==> src/rtl/core/varispeed_ring_playback_top_defines.svh <==
// ----------------------------------------------------------------------------
// varispeed ring playback assertion macros
// shared property shorthands, clocked on clk and disabled in rst
// ----------------------------------------------------------------------------
`ifndef VARISPEED_RING_PLAYBACK_TOP_DEFINES_SVH
`define VARISPEED_RING_PLAYBACK_TOP_DEFINES_SVH

// same-cycle implication
`define VRP_ASSERT_IMPLY(lbl, ante, cons, msg) \
  lbl: assert property (@(posedge clk) disable iff (rst) (ante) |-> (cons)) \
    else $error(msg);

// next-cycle implication
`define VRP_ASSERT_NEXT(lbl, ante, cons, msg) \
  lbl: assert property (@(posedge clk) disable iff (rst) (ante) |=> (cons)) \
    else $error(msg);

`endif

==> src/rtl/core/vrp_lerp.sv <==
// ----------------------------------------------------------------------------
// vrp_lerp
// two stage linear interpolation a + frac*(b-a)/65536, truncated toward zero
// ----------------------------------------------------------------------------
module vrp_lerp (
  input  logic               clk,
  input  logic               rst,
  input  logic               start,
  input  logic               side,
  input  logic signed [15:0] a,
  input  logic signed [15:0] b,
  input  logic        [15:0] frac,
  output logic               done,
  output logic               done_side,
  output logic signed [15:0] y
);

  logic               v1, side1;
  logic signed [15:0] a1;
  logic signed [33:0] prod1;
  logic signed [16:0] diff;
  logic signed [16:0] frac_s;
  logic signed [34:0] num;
  logic signed [18:0] quot;
  logic signed [18:0] quot_fix;

  always_comb begin
    diff   = 17'(a) - 17'(a);
    diff   = 17'(b) - 17'(a);
    frac_s = signed'({1'b0, frac});
    num    = (35'(a1) <<< 16) + 35'(prod1);
    quot   = 19'(num >>> 16);
    if (num[34] && (num[15:0] != 16'd0)) begin
      quot_fix = quot + 19'sd1;
    end else begin
      quot_fix = quot;
    end
  end

  always_ff @(posedge clk) begin
    if (rst) begin
      v1        <= 1'b0;
      done      <= 1'b0;
    end else begin
      v1   <= start;
      done <= v1;
    end
  end

  always_ff @(posedge clk) begin
    a1        <= a;
    side1     <= side;
    prod1     <= diff * frac_s;
    done_side <= side1;
    y         <= quot_fix[15:0];
  end

endmodule

==> config.mk <==
export PLATFORM = sky130hd
export DESIGN_NAME = vrp_lerp
export DESIGN_NICKNAME = d
export VERILOG_FILES = /design/src/rtl/core/varispeed_ring_playback_top_defines.svh /design/src/rtl/core/vrp_lerp.sv
export SDC_FILE = /design/constraint.sdc
export NUM_CORES = 1
export LEC_CHECK = 0
export BUFFER_PORTS_ARGS = -buffer_cell sky130_fd_sc_hd__buf_4
export CAP_MARGIN = 20
export CORE_MARGIN = 3
export CORE_UTILIZATION = 50
export DETAILED_ROUTE_END_ITERATION = 8
export GPL_TIMING_DRIVEN = 1
export HOLD_SLACK_MARGIN = 0.05
export PLACE_DENSITY = 0.7
export SLEW_MARGIN = 15
export SYNTH_ARGS = -nofsm -noshare
export SYNTH_HDL_FRONTEND = slang
export SYNTH_SLANG_ARGS = --single-unit
==> constraint.sdc <==
create_clock -name clk -period 7 [get_ports clk]
set_input_delay 0.35 -clock clk [delete_from_list [all_inputs] [get_ports clk]]
set_output_delay 0.35 -clock clk [all_outputs]
set_load 0.05 [all_outputs]
==> flow_summary.toml <==
[logic_synthesis]
yosys_warnings = 0
synth_nets = 2028
ys_seq_area_share_pct = 9.924
synth_area_leaders = "fa_1, ha_1, inv_1, dfxtp_1, and2_1"
avgSynthCellArea_um2 = 8.960
yosysMostFrequentCell = "inv_1"
syn-cell-area_um2 = 14120
ys.flop_type = "dfxtp_1"
synth-edff-count = 0
yosysTopAreaCellShare_pct = 38.84
async_flop_share_pct = 0
synth_cells = 1576
synth_top_area_cell = "fa_1"
yosys_register_bits = 70
ys_top_cells_by_count = "inv_1, fa_1, nand2_1, ha_1, and2_1"
yosys.cell_types.count = 59

[cts]
cts_buffer_depth = 2
htree_num_levels = 3
clk_latency_ns = 0.34
path_clk_slew_ns = 0.06
cts_buffers = 9
ctsRootBufferMaster = "clkbuf_16"
cts_tree = "built"
cts.sinks = 70

[routing]
routedWlPerCell_um = 16.29
dr.pass1.iters = 6
wirelength_um = 35380
vias = 11160
drc = 0
drt.antenna.violating_nets = 0
vias_per_cell = 5.138
drtIter0Drc = 650

[timing]
period_minus_slack_ns = 7.133
setup-violations-final = 4
relSlewSlack_pct = 65.72
layout_setup_ws_ns = -0.1329
rsz0062_at_grt = "yes"
clock_skew_ns = 0.006607
fin_crit_sh_pct = 101.9
worst_pin_slew_ns = 0.5013
max_freq_mhz = 140.2
slew_viol_final = 0
hold_viol_final = 0

[placed_design]
port_buffers = 69
gp_congestion = 0.8987
dp_hpwl_um = 29010
dp_cells = 2128

[final_layout]
syn_to_final_growth_pct = 23.38
final_nets = 2247
drive_gt1_share_pct = 22.22
antenna_cells = 0
fin_cells = 2172

[global_routing]
grt_usage_pct = 24.10
grt_pass1_vias = 12150
grt_max_degree = 20
grt_pass1_wl_um = 59430
antenna_found_initial = 0
grt_overflow_total = 0

[die]
dieArea_um2 = 30300
start_util_pct = 51.68
ioPinCount = 70
die_h_um = 174.1
rows = 60
core_um2 = 27330
die_w_um = 174.1

[critical_path]
cp.required_ns = 7.27
cp_max_fo = 4
cp_common_cell = "fa_1"
slowest_stage = "fa_1"
cp-start-kind = "input pin"
slowest_delay_ns = 0.55
end_kind = "flop"
worstPathBufferInverterCount = 6
path_class = "in2reg"
critPathTopFamily = "adder cells"
worstPathArrival_ns = 7.40

[hold_path]
hp-class = "in2reg"

[run_status]
failed_checks = "negative setup slack"
status = "finished with violations"

[run]
max_cap_violations = 0
-- cells in the final DEF, fill, tap and decap left out, types with 10 or more instances in the layout --
cell type / instances
nor3_1: 16
a21o_1: 15
fa_1: 261
nor2b_1: 18
fa_2: 13
buf_4: 228
ha_1: 104
a21oi_1: 33
o211ai_1: 11
xor2_1: 22
buf_6: 13
ha_4: 19
and2_1: 110
o21ai_0: 17
nor2_1: 34
xnor2_1: 61
dfxtp_1: 70
nand2_1: 160
inv_2: 18
o21a_1: 10
nand3_1: 14
o21bai_1: 10
inv_1: 364
-- cells by family after synthesis --
| group | count (synthesis) | share of synthesized area (%) |
|---|---|---|
| AOI/OAI and AO/OA | 157 | 7.682 |
| xor gates and xnor gates | 88 | 5.458 |
| adders and majority gates | 400 | 50.01 |
| buffers and inverters | 430 | 11.55 |
| DFF | 70 | 9.924 |
| muxes | 1 | 0.07974 |
| and+or+nand+nor | 430 | 15.30 |
-- flip-flops by register name, indices dropped and copies added, names as in the netlist --
signal,flops
done_side,1
prod1,34
side1,1
y,16
done,1
a1,16
v1,1
-- per-stage QoR --
step                      TNS [ns]  setup WS (ns)  area (um2)  hold slack, ns  util (%)
after floorplan            -0.1268        -0.1040       14360          0.3096         -
after global placement      -3.266        -0.4444       16350          0.3177     59.85
after detailed placement    -5.059        -0.5949       16350          0.3211     59.85
after CTS                  -0.2154       -0.07485       17080          0.1118     62.50
after global routing        -2.272        -0.3987       17420          0.1064     63.76
final                      -0.3062        -0.1329       17420          0.1171     63.76
-- path summary, 6_finish.rpt --
kind / start / end / slack [ns] / cells past startpoint
worst max register to register: a1[0] / y[15] / 3.87 / 10
worst min-delay path: side / side1 / 0.12 / 1
worst max-delay path: a[4] / prod1[32] / -0.13 / 30
worst min register to register: side1 / done_side / 0.33 / 0
-- timing repair --
item / in CTS / in global routing
gates resized for setup: 60 / 72
pin swaps: 54 / 73
buffers inserted: 17 / 12
hold buffers: 0 / 0
gates cloned: 0 / 0
setup endpoints to repair: 8 / 17
-- layout make-up --
| type | instances | area [um2] |
|---|---|---|
| multi-input combinational | 1076 | 11680 |
| fill | 2219 | 9903 |
| clock buffer | 11 | 242.7 |
| inverter | 386 | 1461 |
| sequential | 70 | 1401 |
| tap | 372 | 465.4 |
| timing repair buffer | 252 | 2066 |
| clock inverter | 5 | 106.4 |
-- per-layer routing --
metal	global-route usage, %	vias up	wire length (um)
met3	3.954	58	2471
met1	31.61	5517	15020
met5	0	-	0
met4	6.568	0	780
li1	-	5207	-
met2	41.51	378	17110
Power is not shown: default switching activity piles up to over one toggle a cycle in this logic, so the estimate is an artifact.
