$ cat config.mk
export PLATFORM = sky130hd
export DESIGN_NAME = vrp_ram
export DESIGN_NICKNAME = d
export VERILOG_FILES = /design/src/rtl/core/varispeed_ring_playback_top_defines.svh /design/src/rtl/core/vrp_ram.sv
export SDC_FILE = /design/constraint.sdc
export NUM_CORES = 2
export LEC_CHECK = 0
export BUFFER_PORTS_ARGS = -buffer_cell sky130_fd_sc_hd__buf_2
export CAP_MARGIN = 10
export CELL_PAD_IN_SITES_DETAIL_PLACEMENT = 1
export CELL_PAD_IN_SITES_GLOBAL_PLACEMENT = 1
export CORE_ASPECT_RATIO = 1.5
export CORE_MARGIN = 3
export CORE_UTILIZATION = 61
export CTS_BUF_LIST = sky130_fd_sc_hd__clkbuf_8 sky130_fd_sc_hd__clkbuf_16
export CTS_CLUSTER_DIAMETER = 60
export CTS_CLUSTER_SIZE = 16
export DETAILED_ROUTE_END_ITERATION = 7
export GPL_TIMING_DRIVEN = 0
export MAX_ROUTING_LAYER = met4
export PLACE_DENSITY_LB_ADDON = 0.1
export SLEW_MARGIN = 10
export SYNTH_ARGS = -nofsm -noshare
export SYNTH_HDL_FRONTEND = slang
export SYNTH_SLANG_ARGS = --single-unit
$ cat constraint.sdc
create_clock -name clk -period 5.6 [get_ports clk]
set_input_delay 0.56 -clock clk [delete_from_list [all_inputs] [get_ports clk]]
set_output_delay 0.56 -clock clk [all_outputs]
set_load 0.01 [all_outputs]
$ cat src/rtl/core/varispeed_ring_playback_top_defines.svh
// ----------------------------------------------------------------------------
// varispeed ring playback assertion macros
// shared property shorthands, clocked on clk and disabled in rst
// ----------------------------------------------------------------------------
`ifndef VARISPEED_RING_PLAYBACK_TOP_DEFINES_SVH
`define VARISPEED_RING_PLAYBACK_TOP_DEFINES_SVH

// same-cycle implication
`define VRP_ASSERT_IMPLY(lbl, ante, cons, msg) \
  lbl: assert property (@(posedge clk) disable iff (rst) (ante) |-> (cons)) \
    else $error(msg);

// next-cycle implication
`define VRP_ASSERT_NEXT(lbl, ante, cons, msg) \
  lbl: assert property (@(posedge clk) disable iff (rst) (ante) |=> (cons)) \
    else $error(msg);

`endif

$ cat src/rtl/core/vrp_ram.sv
// ----------------------------------------------------------------------------
// vrp_ram
// generic single write, single read ram with registered read data
// ----------------------------------------------------------------------------
module vrp_ram #(
  parameter int WIDTH = 16,
  parameter int DEPTH = 256,
  localparam int AW   = $clog2(DEPTH)
) (
  input  logic             clk,
  input  logic             we,
  input  logic [AW-1:0]    waddr,
  input  logic [WIDTH-1:0] wdata,
  input  logic [AW-1:0]    raddr,
  output logic [WIDTH-1:0] rdata
);

  logic [WIDTH-1:0] mem [DEPTH];

  always_ff @(posedge clk) begin
    if (we) begin
      mem[waddr] <= wdata;
    end
    rdata <= mem[raddr];
  end

endmodule

==> reports/metrics.cfg <==
[synth]
synth_warnings=0
synth-edff-count=4096
syn_area_per_cell_sq_um=21.6
syn_nets=7394
synth_cell_types=52
synth_ff_type=edfxtp_1
synth_top_area_share_pct=77.5
synth_area_leader_cell=edfxtp_1
synth_area_leaders=edfxtp_1, mux4_2, mux2i_1, o221ai_1, nor2_1
synth_area_sq_um=159000
ys_ff_latch=4112
syn_inst=7360
yosysSeqAreaShare_pct=77.7
async_flop_share_pct=0

[global_routing]
grt_util_all_layers_pct=42.9
antenna_found_initial=36
grt_max_degree=134
grt_pass1_wl_microns=743000
gr-total-overflow=0
first_global_vias=86700

[clock_tree]
cts_buffers=299
postCtsSetupRepairBufs=0
htreeDepth=5
cts.repair.resized=0
clock-sinks=4112
clockBufferDepth=4
cts_tree=built
clk-insertion-delay-late_ns=0.90
root_buffer=clkbuf_16
cts.clk_slew.worst_paths_ns=0.07

[power_and_ir_drop]
pwr-share-comb_pct=6.8
p_seq_share_pct=58.7
intPower_w=0.0449
clkPwrFrac_pct=34.6
leakage_nw=55.4
p_switching_w=0.0129
ir_drop_v=0.000333
p_sw_share_pct=22.4
cellPowerDensity_nw_per_um2=327

[timing]
min_period_over_period_pct=98.1
finalHoldViolCount=0
worst_slack_ns=0.105
setup_tns_ns=0
rsz0062_at_grt=no
setup_violations=0
drv_slew=0
clock_skew_ns=0.0418
relSlewSlack_pct=1.65
min_period_ns=5.49
worst_pin_slew_ns=1.48
fmax_ghz=0.182
whs_ns=0.0538

[flow_run]
max-cap-violations=0

[worst_setup_path]
start_kind=input port
cp-end-kind=register
cpPeakStageDelay_ns=0.99
arrival_ns=6.19
r2r-end=rdata[1]
r2r_start=mem[136][1]
reg2regPathDepth=6
cp_max_fo=11
crit_path_cell_trace=buf_2 > clkbuf_2 > buf_2 > clkbuf_1 > clkbuf_1 > a21oi_1 > nor3_1 > nor3_1 > nor4_1
crit_required_ns=6.30
r2r_setup_slack_ns=1.67
crit_slowest_cell=clkbuf_1
path_class=in2reg
worst_path_dominant_cell_family=buffers and inverters
cp_num_buf_inv=5

[cells_and_area]
final_layout_size_suffix_gt1_share_pct=25.4
final_cell_mix=edfxtp_1, mux4_2, mux2i_1, clkbuf_16, o221ai_1
final_common_cell=edfxtp_1
nets=8010
area_growth_pct=11.5

[worst_hold_path]
min_to=mem[182][10]
worstHoldStart=wdata[10]
worstHoldPathCells=1
min_path_type=in2reg

[route]
ant_nets=0
routed_wl_microns=549000
routedWlPerCell_microns=47.8
drcViolationCount=0
dr.pass1.iters=6
drtIter0Drc=13300
vias=84300
vias_per_cell=7.34

[floorplanning]
dieHeight_microns=631
dieArea_sq_um=266000
chipWidth_microns=422
rows=228
ios=50
initial_core_util_pct=61.5
core_area_sq_um=258000

[placed_design]
dp_hpwl_microns=384000
place_congestion=1.07
io_buffers=39
post-place-ws_ns=-0.396

[run_status]
status=complete, no violations

final cells by class:
| cell class | count | area [sq um] |
|---|---|---|
| Clock inverter | 34 | 246 |
| Antenna cell | 29 | 72.6 |
| Multi-Input combinational cell | 2792 | 33600 |
| Timing Repair Buffer | 315 | 4890 |
| Sequential cell | 4112 | 123000 |
| Clock buffer | 309 | 7730 |
| Inverter | 4 | 15.0 |
| Fill cell | 19900 | 81000 |
| Tap cell | 3450 | 4320 |
| Buffer | 452 | 2740 |
layer usage:
metal  part of all wire (%)  up-vias  wire (microns)  GRT usage [%]
met5                      0        -               0              -
met4                     12        0           64600           38.0
met3                    9.0     1740           49200           7.81
met2                     49     5929          267000           67.3
met1                     31    44400          168000           47.1
li1                       -    32200               -              -
power groups by stage:
stage | registers (W) | clock network [W] | logic, W
after floorplan | 0.0346 | 0 | 0.00167
after global placement | 0.0347 | 0 | 0.00355
after detailed placement | 0.0346 | 0 | 0.00380
after CTS | 0.0339 | 0.0200 | 0.00382
after global routing | 0.0339 | 0.0211 | 0.00393
final | 0.0339 | 0.0200 | 0.00393
cells by family after synthesis:
| group | Yosys count | synth area share, % |
|---|---|---|
| AOI/OAI and AO/OA | 786 | 3.54 |
| buffers and inverters | 456 | 1.69 |
| DFF | 4112 | 77.7 |
| muxes | 1450 | 15.5 |
| and+or+nand+nor | 556 | 1.57 |
worst max-delay path by stage:
stage                        start           to  cells past startpoint
after global placement    raddr[2]     rdata[2]                      8
after CTS                 raddr[2]    rdata[10]                      9
after floorplan           waddr[3]  mem[235][0]                      6
final                     raddr[2]    rdata[10]                      9
after detailed placement  raddr[2]    rdata[10]                      9
after global routing      raddr[2]    rdata[10]                      9
state kept, by name, summed over array words and instances (netlist names):
| register | cells |
|---|---|
| mem | 4096 |
| rdata | 16 |
through the flow:
step / cell area [sq um] / std cells / power, W / util [%]
after floorplan: 159000 / 7360 / 0.0363 / -
after global placement: 163000 / 10800 / 0.0383 / 63.3
after detailed placement: 169000 / 11100 / 0.0384 / 65.4
after CTS: 177000 / 11500 / 0.0577 / 68.5
after global routing: 177000 / 11500 / 0.0590 / 68.6
final: 177000 / 11500 / 0.0578 / 68.6
synth_stat cells (76+ instances only):
library cell / n
mux2_2: 88
mux4_2: 797
a21oi_1: 175
o221ai_1: 252
buf_2: 76
nor3_1: 92
buf_6: 77
edfxtp_1: 4096
nor2_1: 304
clkbuf_1: 230
mux2i_1: 565
o22ai_1: 148
timing repair:
item / in CTS / in global routing
endpoints found under the hold margin: 21 / 0
setup endpoints to repair: 0 / 0
hold buffers: 2 / 0
No activity file was read; power rests on OpenSTA's default activity.
