[src/rtl/core/varispeed_ring_playback_top_defines.svh]
// ----------------------------------------------------------------------------
// varispeed ring playback assertion macros
// shared property shorthands, clocked on clk and disabled in rst
// ----------------------------------------------------------------------------
`ifndef VARISPEED_RING_PLAYBACK_TOP_DEFINES_SVH
`define VARISPEED_RING_PLAYBACK_TOP_DEFINES_SVH

// same-cycle implication
`define VRP_ASSERT_IMPLY(lbl, ante, cons, msg) \
  lbl: assert property (@(posedge clk) disable iff (rst) (ante) |-> (cons)) \
    else $error(msg);

// next-cycle implication
`define VRP_ASSERT_NEXT(lbl, ante, cons, msg) \
  lbl: assert property (@(posedge clk) disable iff (rst) (ante) |=> (cons)) \
    else $error(msg);

`endif

[src/rtl/core/vrp_pkg.sv]
// ----------------------------------------------------------------------------
// vrp_pkg
// shared constants, codes and types of the varispeed ring playback block
// ----------------------------------------------------------------------------
package vrp_pkg;

  localparam int RING_DEPTH = 65536;
  localparam int RING_AW    = $clog2(RING_DEPTH);
  localparam logic [RING_AW:0] RING_DEPTH_W = (RING_AW + 1)'(RING_DEPTH);

  // reciprocal for position modulo ring depth
  localparam int MOD_SHIFT = 31 + RING_AW;
  localparam longint unsigned MOD_RECIP_L = (64'd1 << MOD_SHIFT) / RING_DEPTH;
  localparam logic [31:0] MOD_RECIP = 32'(MOD_RECIP_L);
  localparam int MOD_QW = 64 - MOD_SHIFT;

  localparam logic [1:0] MODE_LOAD = 2'd0;
  localparam logic [1:0] MODE_PLAY = 2'd1;
  localparam logic [1:0] MODE_SEEK = 2'd2;

  localparam logic [1:0] CFG_RATE      = 2'd0;
  localparam logic [1:0] CFG_PLAY_EN   = 2'd1;
  localparam logic [1:0] CFG_TRACK_LEN = 2'd2;
  localparam logic [1:0] CFG_THRESHOLD = 2'd3;

  localparam logic [16:0] RATE_RESET      = 17'd65536;
  localparam logic        PLAY_EN_RESET   = 1'b1;
  localparam logic [31:0] TRACK_LEN_RESET = 32'd0;
  localparam logic [16:0] THRESHOLD_RESET = 17'd4096;

  typedef enum logic [2:0] {
    SEQ_IDLE,
    SEQ_RD0,
    SEQ_RD1,
    SEQ_RD2,
    SEQ_RD3
  } seq_state_t;

  typedef struct packed {
    logic signed [15:0] left;
    logic signed [15:0] right;
    logic               req;
    logic               back;
  } res_t;

endpackage

[src/rtl/core/vrp_outq.sv]
// ----------------------------------------------------------------------------
// vrp_outq
// two entry result queue in front of the output channel
// ----------------------------------------------------------------------------
`include "varispeed_ring_playback_top_defines.svh"

module vrp_outq (
  input  logic          clk,
  input  logic          rst,
  input  logic          push,
  input  vrp_pkg::res_t din,
  input  logic          pop,
  output logic          valid,
  output vrp_pkg::res_t head
);

  vrp_pkg::res_t slot0, slot1;
  logic [1:0]    count;

  always_ff @(posedge clk) begin
    if (rst) begin
      count <= 2'd0;
    end else begin
      unique case ({push, pop})
        2'b10:   count <= count + 2'd1;
        2'b01:   count <= count - 2'd1;
        default: count <= count;
      endcase
    end
  end

  always_ff @(posedge clk) begin
    if (pop && (count == 2'd2)) begin
      slot0 <= slot1;
    end else if (push && ((count == 2'd0) || ((count == 2'd1) && pop))) begin
      slot0 <= din;
    end
    if (push && (((count == 2'd1) && !pop) || (count == 2'd2))) begin
      slot1 <= din;
    end
  end

  assign valid = (count != 2'd0);
  assign head  = slot0;

  `VRP_ASSERT_IMPLY(a_outq_no_overflow, push && !pop, count != 2'd2, "result queue overflow")

endmodule

[config.mk]
export PLATFORM = sky130hd
export DESIGN_NAME = vrp_outq
export DESIGN_NICKNAME = d
export VERILOG_FILES = /design/src/rtl/core/vrp_pkg.sv /design/src/rtl/core/vrp_outq.sv
export VERILOG_INCLUDE_DIRS = /design/src /design/src/rtl/core
export SDC_FILE = /design/constraint.sdc
export NUM_CORES = 1
export LEC_CHECK = 0
export BUFFER_PORTS_ARGS = -buffer_cell sky130_fd_sc_hd__buf_2
export CORE_ASPECT_RATIO = 1.75
export CORE_UTILIZATION = 56
export DETAILED_ROUTE_END_ITERATION = 7
export GPL_ROUTABILITY_DRIVEN = 0
export GPL_TIMING_DRIVEN = 0
export PLACE_DENSITY = 0.91
export SLEW_MARGIN = 20
export SYNTH_ARGS = -nofsm -noshare
export SYNTH_HDL_FRONTEND = slang
export SYNTH_SLANG_ARGS = --single-unit
[constraint.sdc]
create_clock -name clk -period 8.6 [get_ports clk]
set_clock_uncertainty 0.05 [all_clocks]
set_input_delay 0.43 -clock clk [delete_from_list [all_inputs] [get_ports clk]]
set_output_delay 0.43 -clock clk [all_outputs]
set_load 0.01 [all_outputs]
==> metrics.csv <==
stage;metric;value;unit
cts;CTS Hold Bufs;0;
finish;Antenna diodes;0;
cts;clk slew on worst S/H paths;70;ps
synthesis;syn_area_per_cell;21.80;µm²
sta;post-layout minimum cycle time;1739;ps
finish;fillers;328;
setup_path;maximum fanout along the worst path;22;
setup_path;kind of critical path;reg2reg;
setup_path;Crit path largest cell delay;330;ps
power_and_ir_drop;VDD IR-drop max;0.0001975;V
finish;layout cells sized above 1;0.5926;
run;MaxCap Viol Count;0;
hold_path;Hold Crit Depth;2;
power_and_ir_drop;Pleak;0.001448;µW
synthesis;Netlist Area Pre-Place;0.002746;mm²
power_and_ir_drop;clock network power share;0.311;
hold_path;Worst Hold Class;in2reg;
die;Die ar.;0.005200;mm²
finish;area grow syn2layout;24.87;%
synthesis;Synthesis Warnings;0;
sta;Rel. slew slack;0.6526;
drt;# DRC;0;
power_and_ir_drop;Psw;189.5;µW
drt;Highest Signal Layer;met4;
setup_path;slowest stage cell, crit path;dfxtp_1;
cts;TritonCTS clock tree;done;
die;std cell rows;33;
power_and_ir_drop;combinational power share;0.152;
grt;All-Layer GR Usage;0.1981;
setup_path;cell family with most CP delay;buffers and inverters;
setup_path;CP required;8590;ps
sta;setup tns final;0;ps
sta;Hold Violations, Final;0;
setup_path;crit start category;register;
setup_path;WP buf/inv;3;
synthesis;syn nets;168;
synthesis;flops & latches, synth;70;
sta;setup violators final;0;
cts;CTS Buf Count;9;
finish;commonest non-fill, non-tap cell in the layout;buf_2;
cts;H-tree depth;3;
drt;M1 wire length;1.623;mm
drt;drt via density;5.172;
cts;clock sinks;70;
power_and_ir_drop;Power per Cell Area;234.3;mW/mm²
drt;wire per inst;16.55;µm
synthesis;Post-Syn Instances;126;
power_and_ir_drop;P_int;613.9;µW
drt;met3 wire length;195;µm
die;I/O pin cnt;73;
synthesis;sequential area share after synthesis;0.7581;
placed_design;dpl hpwl;3.174;mm
power_and_ir_drop;power consumption;803.4;µW
drt;post-route ant nets;0;
grt;GRT overflow;0;
power_and_ir_drop;sequential power share;0.537;
placed_design;Port Buffers;72;
cts;clk buf depth;2;
setup_path;CP Capture Type;register;
cts;clock latency on the worst-skew pair;340;ps
die;Core ar.;0.004707;mm²
die;Die Span X;54.94;µm
finish;register area;0.002082;mm²
drt;Routed WL;4.436;mm
drt;Iter 0 DRT Violations;24;
die;height of the die;94.64;µm
cts;post-CTS sizing;0;
grt;vias in the first global route;1409;
drt;drt first pass iters;4;
cts;setup bufs post-CTS;0;
power_and_ir_drop;switch share;0.2358;
synthesis;synth unique cells;16;
grt;largest net degree at the start of global routing;23;
sta;Slew @ Worst Pin;519.1;ps
sta;Fmax achieved;575.1;MHz
grt;first-pass GRT wire length;6.686;mm
setup_path;worst path cell trace;inv_1, ha_1, nand2_4, buf_6, o21ai_4, buf_16;
finish;area of the multi-input gates;624.3;µm²
die;Starting Density;0.5835;
setup_path;Register-to-Register Path Depth;6;
finish;commonest non-fill, non-tap cells in the layout;buf_2, edfxtp_1, mux2_4;
setup_path;crit path DAT;1730;ps
sta;RSZ-0062 raised after global routing;false;
cts;Root Driver;clkbuf_8;
drt;met2 wire len;2.445;mm
finish;# nets final;253;
grt;antenna violations before repair;0;
outcome;outcome;completed;
sta;Final Max Tran Viols;0;
sta;final period utilization;0.2022;
drt;total vias in the final route;1386;
setup_path;Crit. path cell count;6;
==> layer usage <==
metal | global-route usage | vias up
met4 | 0.1167 | 0
met1 | 0.2127 | 670
met3 | 0.07568 | 15
met5 | 0 | -
li1 | - | 654
met2 | 0.3173 | 47
==> cells in the mapped netlist <==
| cell | number | share of area |
|---|---|---|
| dfxtp_1 | 2 | 0.015 |
| edfxtp_1 | 68 | 0.74 |
| xor2_1 | 1 | 0.0032 |
| nor2_1 | 1 | 0.0014 |
| mux2_4 | 29 | 0.16 |
| buf_6 | 3 | 0.012 |
| a21oi_1 | 1 | 0.0018 |
| o21a_1 | 1 | 0.0027 |
| a211oi_1 | 1 | 0.0027 |
| inv_1 | 5 | 0.0068 |
| mux2_2 | 5 | 0.020 |
| nand2_4 | 1 | 0.0041 |
| o21ai_0 | 1 | 0.0018 |
| xnor2_1 | 1 | 0.0032 |
| ha_1 | 4 | 0.018 |
| nor2b_1 | 2 | 0.0046 |
==> flip-flops by register name, summed over array words and instances, names as in the netlist <==
name and count:
head 34, slot1 34, count 2
==> logic make-up (layout without fill, tap and decap cells) <==
kind of cell / after synthesis / count (layout) / share of synthesized area
adders and majority gates: 4 / 4 / 0.01822
xor gates and xnor gates: 2 / 2 / 0.006379
AOI/OAI and AO/OA: 4 / 4 / 0.009110
muxes: 34 / 34 / 0.1790
DFF: 70 / 70 / 0.7581
buffers and inverters: 8 / 98 / 0.01913
and+or+nand+nor: 4 / 4 / 0.01002
==> metrics by stage <==
step                setup WS [ps]  hold WS [ps]  utilization  instances  instance area (µm²)
floorplan                    5074         446.9            -        126                 2746
global placement             3985         462.6       0.6738        250                 3172
detailed placement           6850         482.8       0.6882        252                 3239
CTS                          6843         207.1       0.7286        268                 3430
global route                 6757         210.6       0.7286        268                 3430
finish                       6861         221.5       0.7286        268                 3430
==> final timing paths <==
path            start        to  slack (ps)
min reg2reg  count[0]  count[0]         500
max reg2reg  count[0]   head[5]        6860
min               rst  count[0]         220
max          count[0]   head[5]        6860
==> layout make-up <==
cell class / instances / share of cell area
Buffer: 3 / 0.009850
Clock buffer: 10 / 0.03721
Clock inverter: 6 / 0.01824
Inverter: 5 / 0.005472
Multi-Input combinational cell: 48 / 0.1821
Sequential cell: 70 / 0.6071
Tap cell: 52 / 0.01897
Timing Repair Buffer: 74 / 0.1211
==> power by group through the flow <==
| stage | clock network, µW | logic, µW | registers [µW] |
|---|---|---|---|
| after floorplan | 0 | 55.8 | 453 |
| after global routing | 269 | 133 | 436 |
| after global placement | 0 | 108 | 442 |
| after detailed placement | 0 | 124 | 439 |
| final | 250 | 122 | 432 |
| after CTS | 255 | 124 | 432 |
==> worst register-to-register path, stage by stage, from the launching register on <==
cell and delay [ps]:
dfxtp_1 330, inv_1 100, ha_1 220, nand2_4 110
buf_6 180, o21ai_4 210, buf_16 240
No activity file was read; power rests on OpenSTA's default activity.
