===== src/rtl/core/varispeed_ring_playback_top_defines.svh =====
// ----------------------------------------------------------------------------
// varispeed ring playback assertion macros
// shared property shorthands, clocked on clk and disabled in rst
// ----------------------------------------------------------------------------
`ifndef VARISPEED_RING_PLAYBACK_TOP_DEFINES_SVH
`define VARISPEED_RING_PLAYBACK_TOP_DEFINES_SVH

// same-cycle implication
`define VRP_ASSERT_IMPLY(lbl, ante, cons, msg) \
  lbl: assert property (@(posedge clk) disable iff (rst) (ante) |-> (cons)) \
    else $error(msg);

// next-cycle implication
`define VRP_ASSERT_NEXT(lbl, ante, cons, msg) \
  lbl: assert property (@(posedge clk) disable iff (rst) (ante) |=> (cons)) \
    else $error(msg);

`endif


===== src/rtl/core/vrp_pkg.sv =====
// ----------------------------------------------------------------------------
// vrp_pkg
// shared constants, codes and types of the varispeed ring playback block
// ----------------------------------------------------------------------------
package vrp_pkg;

  localparam int RING_DEPTH = 65536;
  localparam int RING_AW    = $clog2(RING_DEPTH);
  localparam logic [RING_AW:0] RING_DEPTH_W = (RING_AW + 1)'(RING_DEPTH);

  // reciprocal for position modulo ring depth
  localparam int MOD_SHIFT = 31 + RING_AW;
  localparam longint unsigned MOD_RECIP_L = (64'd1 << MOD_SHIFT) / RING_DEPTH;
  localparam logic [31:0] MOD_RECIP = 32'(MOD_RECIP_L);
  localparam int MOD_QW = 64 - MOD_SHIFT;

  localparam logic [1:0] MODE_LOAD = 2'd0;
  localparam logic [1:0] MODE_PLAY = 2'd1;
  localparam logic [1:0] MODE_SEEK = 2'd2;

  localparam logic [1:0] CFG_RATE      = 2'd0;
  localparam logic [1:0] CFG_PLAY_EN   = 2'd1;
  localparam logic [1:0] CFG_TRACK_LEN = 2'd2;
  localparam logic [1:0] CFG_THRESHOLD = 2'd3;

  localparam logic [16:0] RATE_RESET      = 17'd65536;
  localparam logic        PLAY_EN_RESET   = 1'b1;
  localparam logic [31:0] TRACK_LEN_RESET = 32'd0;
  localparam logic [16:0] THRESHOLD_RESET = 17'd4096;

  typedef enum logic [2:0] {
    SEQ_IDLE,
    SEQ_RD0,
    SEQ_RD1,
    SEQ_RD2,
    SEQ_RD3
  } seq_state_t;

  typedef struct packed {
    logic signed [15:0] left;
    logic signed [15:0] right;
    logic               req;
    logic               back;
  } res_t;

endpackage


===== src/rtl/core/vrp_posmod.sv =====
// ----------------------------------------------------------------------------
// vrp_posmod
// integer play position modulo ring depth, reciprocal multiply pipeline
// ----------------------------------------------------------------------------
module vrp_posmod (
  input  logic                       clk,
  input  logic                       rst,
  input  logic                       start,
  input  logic [31:0]                n,
  output logic                       busy,
  output logic [vrp_pkg::RING_AW-1:0] rem
);

  logic                         v1, v2, v3;
  logic [31:0]                  n1, n2;
  logic [63:0]                  prod2;
  logic [vrp_pkg::RING_AW:0]    rem3;
  logic [vrp_pkg::MOD_QW-1:0]   quot;
  logic [31:0]                  qd;
  logic [31:0]                  diff;
  logic [vrp_pkg::RING_AW:0]    rem_fix;

  always_comb begin
    quot = prod2[vrp_pkg::MOD_SHIFT +: vrp_pkg::MOD_QW];
    qd   = 32'(quot) * 32'(vrp_pkg::RING_DEPTH);
    diff = n2 - qd;
    if (rem3 >= vrp_pkg::RING_DEPTH_W) begin
      rem_fix = rem3 - vrp_pkg::RING_DEPTH_W;
    end else begin
      rem_fix = rem3;
    end
  end

  always_ff @(posedge clk) begin
    if (rst) begin
      v1  <= 1'b0;
      v2  <= 1'b0;
      v3  <= 1'b0;
      rem <= '0;
    end else begin
      v1 <= start;
      v2 <= v1;
      v3 <= v2;
      if (v3) begin
        rem <= rem_fix[vrp_pkg::RING_AW-1:0];
      end
    end
  end

  always_ff @(posedge clk) begin
    if (start) begin
      n1 <= n;
    end
    prod2 <= n1 * vrp_pkg::MOD_RECIP;
    n2    <= n1;
    rem3  <= diff[vrp_pkg::RING_AW:0];
  end

  assign busy = v1 | v2 | v3;

endmodule


===== config.mk =====
export PLATFORM = sky130hd
export DESIGN_NAME = vrp_posmod
export DESIGN_NICKNAME = d
export VERILOG_FILES = /design/src/rtl/core/varispeed_ring_playback_top_defines.svh /design/src/rtl/core/vrp_pkg.sv /design/src/rtl/core/vrp_posmod.sv
export SDC_FILE = /design/constraint.sdc
export NUM_CORES = 1
export LEC_CHECK = 0
export BUFFER_PORTS_ARGS = -buffer_cell sky130_fd_sc_hd__buf_2
export CAP_MARGIN = 20
export CORE_MARGIN = 10
export CORE_UTILIZATION = 50
export CTS_CLUSTER_DIAMETER = 50
export CTS_CLUSTER_SIZE = 10
export DETAILED_ROUTE_END_ITERATION = 6
export PLACE_DENSITY = 0.74
export SETUP_SLACK_MARGIN = 0.2
export SYNTH_ARGS = -nofsm -noshare
export SYNTH_HDL_FRONTEND = slang
export SYNTH_SLANG_ARGS = --single-unit

===== constraint.sdc =====
create_clock -name clk -period 1.9 [get_ports clk]
set_clock_uncertainty 0.05 [all_clocks]
set_input_delay 0.38 -clock clk [delete_from_list [all_inputs] [get_ports clk]]
set_output_delay 0.38 -clock clk [all_outputs]
set_load 0.005 [all_outputs]

==> results.py <==
metrics = {
    "drt": {
        "drc": 0,
        "dr_total_vias": 870,
        "firstDrtPassIters": 3,
        "drt-total-wl_um": 2750,
        "ant_nets": 0,
        "wl_per_cell_um": 13.6,
        "drt_iter0_markers": 40,
        "vias_per_cell": 4.31,
    },
    "worst_setup_path": {
        "worstPathRequired_ps": 1470,
        "crit_fanout": 2,
        "end_kind": "primary output",
        "reg2reg_slack_ps": 700,
        "worstReg2RegEnd": "rem[13]$_SDFFE_PP0P_",
        "arrival_ps": 1170,
        "rr_worst_depth": 4,
        "path_class": "flop to primary output",
        "r2r-start": "v3$_SDFF_PP0_",
        "start_kind": "flop",
    },
    "logic_synthesis": {
        "syn_area_sq_um": 1790,
        "synth.avg_cell_area_sq_um": 16.7,
        "yosys_warnings": 0,
        "synth_edf_count": 16,
        "synth_commonest_cells": "dfxtp_1 (51), edfxtp_1 (16), mux2i_1 (16), nor2_1 (16), nor2b_1 (3)",
        "seq_area_frac_synth_pct": 84.0,
        "yosys.area.top_type": "dfxtp_1",
        "synth.top_cell.area_share_pct": 57.1,
        "synth_area_leaders": "dfxtp_1 (57%), edfxtp_1 (27%), mux2i_1 (9.0%)",
        "synth_nets": 142,
        "synth_cells": 107,
        "ys_types": 9,
        "ys_ff_latch": 67,
        "synth_most_common_cell": "dfxtp_1",
        "synth_ff_type": "dfxtp_1",
        "async_reset_ff_share_pct": 0,
    },
    "timing": {
        "rsz0062_at_grt": "false",
        "period_share_pct": 84.1,
        "maxSlewHeadroom_pct": 74.7,
        "setup_tns_ps": 0,
        "clock.fmax_mhz": 626,
        "min_period_ps": 1600,
        "setup_violations": 0,
        "tightest_slew_ps": 380,
        "hold_viol_final": 0,
        "drv_slew": 0,
    },
    "global_route": {
        "grtUsageTotal_pct": 9.44,
        "grt-ovfl-total": 0,
        "grt_pass1_vias": 937,
        "use_met3_pct": 6.19,
        "grt_busiest_layer": "met2",
        "grt_antenna_before_repair": 0,
        "grt_use_met1_pct": 8.38,
        "grt_pass1_wl_um": 4370,
        "globalRouteMet2Util_pct": 16.3,
        "grt_max_degree": 20,
    },
    "place": {
        "dpl.cell_count": 185,
        "place_congestion": 0.690,
        "port_buffers": 35,
        "post-dp-hpwl_um": 1900,
    },
    "final_layout": {
        "insertedDiodeCount": 0,
        "fillCellCount": 247,
        "multiInputGateArea_sq_um": 245,
        "nets": 186,
        "seq_area_sq_um": 1510,
        "area_growth_pct": 18.7,
        "drive_gt1_share_pct": 32.1,
        "fin_cells": 202,
    },
    "floorplanning": {
        "die_area_sq_um": 6370,
        "io_pins": 52,
        "initial_core_util_pct": 52.8,
        "coreArea_sq_um": 3390,
        "die_h_um": 79.8,
        "num_rows": 21,
        "die_x_um": 79.8,
    },
    "pwr": {
        "irDropWorstVdd_mv": 0.680,
        "p_per_area_nw_per_um2": 1150,
        "leakage_uw": 0.000891,
    },
    "status": {
        "outcome": "finished clean",
    },
    "worst_hold_path": {
        "holdPathEnd": "n1[14]$_DFFE_PP_",
        "hold_path.class": "input pin to flop",
        "hold_depth": 1,
        "hold_start": "n[14]",
    },
    "clock_tree": {
        "clkLatencyLatePin_ps": 370,
        "clock_tree.root_cell": "clkbuf_4",
        "ctsHoldBuffers": 0,
        "htree_num_levels": 3,
        "cts_tree": "built",
        "clk_pin_slew_ps": 100,
        "cts_sinks": 67,
        "cts_buffers": 9,
        "clk_path_buf_depth": 2,
    },
    "flow_run": {
        "drv_cap": 0,
    },
}
power breakdown:
part,internal [uW],switching (uW)
logic,32.3,32.8
registers,1550,23.1
clock network,366,429
total,1950,485
worst max-delay path by stage:
stage,slack [ps],cells after the start,from,endpoint
3_5_place_dp,560,2,v3$_SDFF_PP0_,busy
6_report,300,2,v1$_SDFF_PP0_,busy
3_3_place_gp,550,2,v3$_SDFF_PP0_,busy
2_1_floorplan,670,2,v3$_SDFF_PP0_,busy
5_1_grt,240,2,v1$_SDFF_PP0_,busy
4_1_cts,230,2,v3$_SDFF_PP0_,busy
cells by family (layout without fill, tap and decap cells):
group,after synthesis,in the layout,share of synthesized area [%]
buffers and inverters,4,53,2.31
multiplexers,16,16,8.96
AND/OR/NAND/NOR,20,20,4.76
flip-flops,67,67,84.0
placed cells by master, fill, tap and decap left out:
cell type	n
nor2b_1	3
or3_1	1
dfxtp_1	50
nor2_1	16
dfxtp_4	1
mux2i_1	16
edfxtp_1	16
buf_4	2
clkbuf_4	9
clkinv_1	3
clkbuf_8	3
buf_2	35
clkbuf_1	1
metal layers:
layer  part of all wire, %  vias to the layer above  wire length [um]
met2                    56                       21              1550
met5                     0                        -                 0
met3                   6.8                        2               186
met1                    36                      401              1000
li1                      -                      446                 -
met4                  0.55                        0                15
area by class of cell:
type	count	share of cell area (%)
Tap cell	46	2.71
Multi-Input combinational cell	36	11.6
Clock buffer	13	5.31
Timing Repair Buffer	37	8.96
Clock inverter	3	0.531
Sequential cell	67	70.9
through the flow:
stage	worst slack [ps]	utilization (%)	area (sq um)	hold slack, ps	total power (uW)
after global placement	551	58.6	1990	260	1670
after CTS	230	62.6	2120	101	2460
final	303	62.6	2120	134	2430
after global routing	240	62.6	2120	84.1	2560
after floorplan	673	-	1790	260	1630
after detailed placement	555	58.6	1990	262	1680
flip-flops by register name, summed over array words and instances, names as in the netlist:
signal,cells
rem3,16
rem,16
v2,1
v3,1
prod2,16
n1,16
v1,1
critical path, cell delays in order (launching register included):
cell and delay [ps]:
dfxtp_1 320, or3_1 350, buf_2 140
what timing repair did:
item | CTS | global route
gates cloned | 0 | 0
pin swaps | 0 | 1
buffers inserted | 1 | 0
endpoints found under the setup margin | 1 | 1
resized for setup | 2 | 0
Power figures use the tool's default switching activity.
